## src/rtl/skt_pkg.sv

```systemverilog
// Package with the types, codes and default sizes of the sorted key table.
package skt_pkg;

  localparam int unsigned DEF_TABLE_DEPTH = 64;
  localparam int unsigned DEF_KEY_BYTES   = 8;

  localparam int unsigned KEY_FIELD_W = 64;
  localparam int unsigned OWNER_W     = 31;
  localparam int unsigned POS_W       = 6;
  localparam int unsigned OCC_W       = 7;

  typedef enum logic [1:0] {
    OP_INSERT = 2'd0,
    OP_LOOKUP = 2'd1,
    OP_DELETE = 2'd2,
    OP_UPDATE = 2'd3
  } op_e;

  typedef enum logic [1:0] {
    STS_OK        = 2'd0,
    STS_NOT_FOUND = 2'd1,
    STS_DUPLICATE = 2'd2,
    STS_FULL      = 2'd3
  } status_e;

  typedef enum logic [1:0] {
    ST_IDLE    = 2'd0,
    ST_COMPARE = 2'd1,
    ST_DECODE  = 2'd2,
    ST_EXECUTE = 2'd3
  } ctrl_state_e;

  typedef struct packed {
    op_e                    opcode;
    logic [KEY_FIELD_W-1:0] key;
    logic [OWNER_W-1:0]     owner_id;
  } req_t;

  typedef struct packed {
    status_e            status;
    logic [POS_W-1:0]   position;
    logic [OWNER_W-1:0] found_owner;
    logic [OCC_W-1:0]   occupancy;
  } rsp_t;

  typedef struct packed {
    logic capture;
    logic compare;
    logic decode;
    logic execute;
  } ctrl_cmd_t;

  typedef struct packed {
    logic out_blocked;
  } dpath_sts_t;

endpackage

```

## src/rtl/skt_ctrl.sv

```systemverilog
// Controller state machine that steps each request through compare, decode and execute.
module skt_ctrl
  import skt_pkg::*;
(
  input  logic       clk_i,
  input  logic       rst_ni,
  input  logic       in_valid_i,
  input  dpath_sts_t sts_i,
  output logic       in_stall_o,
  output ctrl_cmd_t  cmd_o
);

  ctrl_state_e state_q, state_d;

  always_ff @(posedge clk_i or negedge rst_ni) begin
    if (!rst_ni) begin
      state_q <= ST_IDLE;
    end else begin
      state_q <= state_d;
    end
  end

  always_comb begin
    state_d = state_q;
    unique case (state_q)
      ST_IDLE: begin
        if (in_valid_i) begin
          state_d = ST_COMPARE;
        end
      end
      ST_COMPARE: begin
        state_d = ST_DECODE;
      end
      ST_DECODE: begin
        state_d = ST_EXECUTE;
      end
      ST_EXECUTE: begin
        if (!sts_i.out_blocked) begin
          state_d = ST_IDLE;
        end
      end
    endcase
  end

  always_comb begin
    in_stall_o    = (state_q != ST_IDLE);
    cmd_o.capture = (state_q == ST_IDLE) && in_valid_i;
    cmd_o.compare = (state_q == ST_COMPARE);
    cmd_o.decode  = (state_q == ST_DECODE);
    cmd_o.execute = (state_q == ST_EXECUTE) && !sts_i.out_blocked;
  end

endmodule

```

## config.mk

```make
export PLATFORM = sky130hd
export DESIGN_NAME = skt_ctrl
export DESIGN_NICKNAME = d
export VERILOG_FILES = /design/src/rtl/skt_pkg.sv /design/src/rtl/skt_ctrl.sv
export SDC_FILE = /design/constraint.sdc
export NUM_CORES = 1
export LEC_CHECK = 0
export ABC_AREA = 1
export BUFFER_PORTS_ARGS = -buffer_cell sky130_fd_sc_hd__buf_2
export CORE_AREA = 2 2 39 41
export DETAILED_ROUTE_END_ITERATION = 16
export DIE_AREA = 0 0 41 43
export PLACE_DENSITY = 0.31
export SYNTH_ARGS = -nofsm -noshare
export SYNTH_HDL_FRONTEND = slang
export SYNTH_SLANG_ARGS = --single-unit
```

## constraint.sdc

```tcl
create_clock -name clk_i -period 0.9 [get_ports clk_i]
set_input_delay 0.09 -clock clk_i [delete_from_list [all_inputs] [get_ports clk_i]]
set_output_delay 0.09 -clock clk_i [all_outputs]
set_load 0.005 [all_outputs]
```

### Word level (Yosys, flattened, before mapping)

Index checks and enable logic that the tools add are counted.

| word-level totals | value |
|---|---|
| output and inout port bits | 5 |
| memories kept | 0 |
| input port bits | 4 |
| bits in latches | 0 |
| memory bits (read-only) | 0 |
| RAM bits | 0 |
| flip-flop bits (word level) | 2 |
| word-level logic and storage cells | 15 |

| cells by class | value |
|---|---|
| div/mod/pow operators | 0 |
| eq/ne operators | 5 |
| bitwise operators | 0 |
| order comparisons | 0 |
| multiplexer cells | 3 |
| $mul | 0 |
| add/sub/neg operators | 0 |
| shift operators | 0 |
| reductions and logical operators | 6 |

Operator list:

| kind | count |
|---|---|
| one-hot mux 2 bit (4 select lines) | 1 |
| == test 2 bit (second input constant) | 2 |
| two-way mux 2 bit | 2 |
| inequality test 2 bit (second input constant) | 2 |
| == test 2 x 1 -> 1 bit (second input constant) | 1 |
| logical AND 1 bit | 2 |
| logical NOT 2 bit | 1 |
| AND reduction 2 bit | 1 |
| nonzero test 2 bit | 1 |
| logical NOT 1 bit | 1 |

### Logic depth before layout (Yosys ltp)

| logic depth | value |
|---|---|
| depth in word-level cells | 3 |
| mapped depth | 6 |
| gate-level depth less buffers | 6 |

### Least setup slack after synthesis

No wires, ideal clock.

| timing path | value |
|---|---|
| kind | register to register |
| start point | register state_q[0] |
| end point | register state_q[0] |
| slack | -0.102 ns |
| required time | 0.783 ns |
| clock period less this slack | 1.002 ns |
| arrival time | 0.886 ns |
| buffers on the path | 0 |
| setup time | 0.117 ns |
| cell stages (with the launch flop) | 7 |
| path through | dfrtp_1 inv_1 ha_1 nand2_2 nand2_2 nand2_1 nand2_1 |

| between the ends | value |
|---|---|
| cells in the longest elaborated chain, start to end | 3 |
| elaborated cells on any way between the ends | 8 |
| classes of those cells | eq/ne (5); mux (1); reduce/logical (2) |

Ends and longest elaborated chain:

| what | RTL line | text |
|---|---|---|
| start: declaration | skt_ctrl.sv:13 | `ctrl_state_e state_q, state_d;` |
| start signal: assignment | skt_ctrl.sv:19 | `state_q <= state_d;` |
| == test 2 bit or logical NOT 2 bit (tied branches) | skt_ctrl.sv:25 | `unique case (state_q)` |
| inequality test 2 bit (no source line) | n/a |  |
| AND reduction 2 bit (no source line) | n/a |  |

Several ways; a longest one is shown, not always the timed one.
A chain may end at the register's enable or synchronous reset.

==> summary.md <==
| Metric | Value |
|---|---|
| FF+latch area | 51.3 µm² |
| RSZ-0062 raised after global routing | yes |
| Worst path cell trace | buf_4 -> ha_1 -> buf_2 |
| Post-synthesis cell type count | 7 |
| Largest registers | state_q: 2 flops |
| Main synth FF type | dfrtp_1 |
| I/O Buffers | 8 |
| Post-DP Area | 285 µm² |
| Yosys warnings | 0 |
| Total CTS buffers | 3 |
| Clk_lat worst skew | 0.22 ns |
| Top-area cell type share of the netlist area | 31.6% |
| CP top delay family | flip-flops |
| Worst setup margin | -0.265 ns |
| Cell Area, Synth | 198 µm² |
| WL final | 394 µm |
| Critical path type | register to primary output |
| Mapped Cells | 27 |
| CTS tree | done |
| Syn avg cell area | 7.32 µm² |
| Crit start category | register |
| # diodes | 0 |
| Crit share post-route | 129% |
| Routed vias | 200 |
| Fmax | 858 MHz |
| Number of vias per cell | 3.45 |
| Area grow syn2layout | 79.1% |
| CP Capture Type | primary output |
| Pre-CTS setup slack | -0.111 ns |
| Most common cell in the synthesized netlist | inv_1 |
| Endpoints failing setup | 7 |
| DPL Wire Length | 310 µm |
| Slowest cell on the critical path | dfrtp_1 |
| Class of the worst hold path | input port to async pin |
| Hold WS | 0.182 ns |
| CP required | 0.81 ns |
| Post-route cell area | 354 µm² |
| Setup TNS | -1.64 ns |
| DR DRC count | 0 |
| Fillers | 161 |
| Top post-synthesis cells by area | ha_1, dfrtp_1, inv_1 |
| Worst Skew | 0.000591 ns |
| Clock-pin transition on the worst setup and hold timing paths | 0.03 ns |
| Crit-path max cell delay | 0.41 ns |
| Peak supply drop | 1.44 mV |
| Core area | 1380 µm² |
| Clock Tree Root | clkbuf_4 |
| Worst path bufs/invs | 2 |
| Pin count of the biggest net entering global routing | 5 |
| Initial antenna violation count | 0 |
| Chip height | 43 µm |
| Die Wd | 41 µm |
| Failing checks | negative setup slack |
| GR Util All Layers | 6.73% |
| First-pass GRT wire length | 683 µm |
| Vias in the first global route | 182 |
| FF+latch count, synth | 2 |
| Slew Viols, Final | 0 |
| Max Fanout on Critical Path | 4 |
| Synthesized Nets | 36 |
| Status | finished with violations |
| Synth cell count leaders | inv_1, nand2_1, ha_1 |
| Num Clock Sinks | 2 |
| Tightest Pin Transition | 0.146 ns |
| Initial Util | 14.3% |
| DRT Pass-1 Iters | 1 |
| Ports | 9 |
| Layout cells sized above 1 | 61.9% |
| Leading area contributor after synthesis | ha_1 |
| PD cells | 3260 nW/µm² |
| Layout net count | 53 |
| Gpl congestion | 0.681 |
| Area of the multi-input gates | 148 µm² |
| Max_slew headroom | 90.3% |
| Die area | 1760 µm² |
| Global route overflow | 0 |
| Placement Rows | 14 |
| Post-synthesis async set-or-reset flop share | 100% |
| EDFF count, synth | 0 |
| Post-synthesis sequential area ratio | 25.3% |
| Iter 0 DRT Violations | 0 |
| Max Cap Viol | 0 |
| Endpoints failing hold | 0 |
| Fin util | 25.6% |
| Number of flip-flops in the largest register | 2 |
| Top reg by flops | state_q |
| Leak pwr | 0.203 nW |
| Clk buf depth | 2 |
| CTS H-tree depth | 1 |
| Crit path time final | 1.17 ns |
| Final ANT Viol Nets | 0 |
| Routed WL per cell | 6.79 µm |
| CP Data Arrival Time | 1.08 ns |
## placed cells by master (no fill, tap or decap), drive strengths merged
cell type,Yosys,layout
nor2,1,1
dfrtp,2,2
clkbuf,0,3
inv,8,8
ha,5,5
dlygate4sd3,0,1
nand2,9,9
nand3,2,2
buf,0,11
## routing by layer
| metal | vias to the layer above | share of wire [%] | track usage, % |
|---|---|---|---|
| met5 | - | 0 | 0 |
| met3 | 0 | 5.1 | 3.14 |
| met4 | 0 | 0 | 10.0 |
| met1 | 89 | 37 | 5.81 |
| li1 | 106 | - | - |
| met2 | 5 | 58 | 8.75 |
## cells by family after synthesis
kind of cell,count (synthesis),share of synthesized area [%]
adder cells (fa/ha/maj),5,31.6
buffers and inverters,8,15.2
flip-flops,2,25.3
AND/OR/NAND/NOR,12,27.8
## cell type report
type | instances | share of cell area (%)
multi-input combinational | 17 | 41.7
timing repair buffer | 12 | 23.3
tap | 16 | 5.65
inverter | 8 | 8.48
sequential | 2 | 14.5
clock buffer | 3 | 6.36
## metrics by stage
step / power, mW / std cells
3_5_place_dp: 0.836 / 51
3_3_place_gp: 0.839 / 51
5_1_grt: 1.31 / 58
2_1_floorplan: 0.657 / 27
6_report: 1.15 / 58
4_1_cts: 1.08 / 56
## report_power, final
part	internal (mW)	leakage, nW	switching, mW	total (mW)
Sequential	0.146	0.0229	0.0627	0.209
Combinational	0.401	0.167	0.344	0.746
Clock	0.147	0.0138	0.0514	0.199
## path summary, 6_finish.rpt
check	startpoint	to	slack (ns)	depth (start not counted)
worst max-delay path	state_q[0]$_DFFE_PN0P_	cmd_o[2]	-0.27	3
worst min-delay path	rst_ni	state_q[1]$_DFFE_PN0P_	0.18	2
worst max register to register	state_q[1]$_DFFE_PN0P_	state_q[0]$_DFFE_PN0P_	-0.21	6
worst min register to register	state_q[1]$_DFFE_PN0P_	state_q[1]$_DFFE_PN0P_	0.54	2
max in group asynchronous	rst_ni	state_q[1]$_DFFE_PN0P_	0.61	2
min in group clk_i	sts_i	state_q[1]$_DFFE_PN0P_	0.19	4
## what timing repair did
item,CTS,global route
hold endpoints to repair,2,0
pin swaps,4,2
endpoints found under the setup margin,7,7
buffers inserted,1,2
hold buffers,1,0
resized for setup,0,5
No activity file was read; power rests on OpenSTA's default activity.
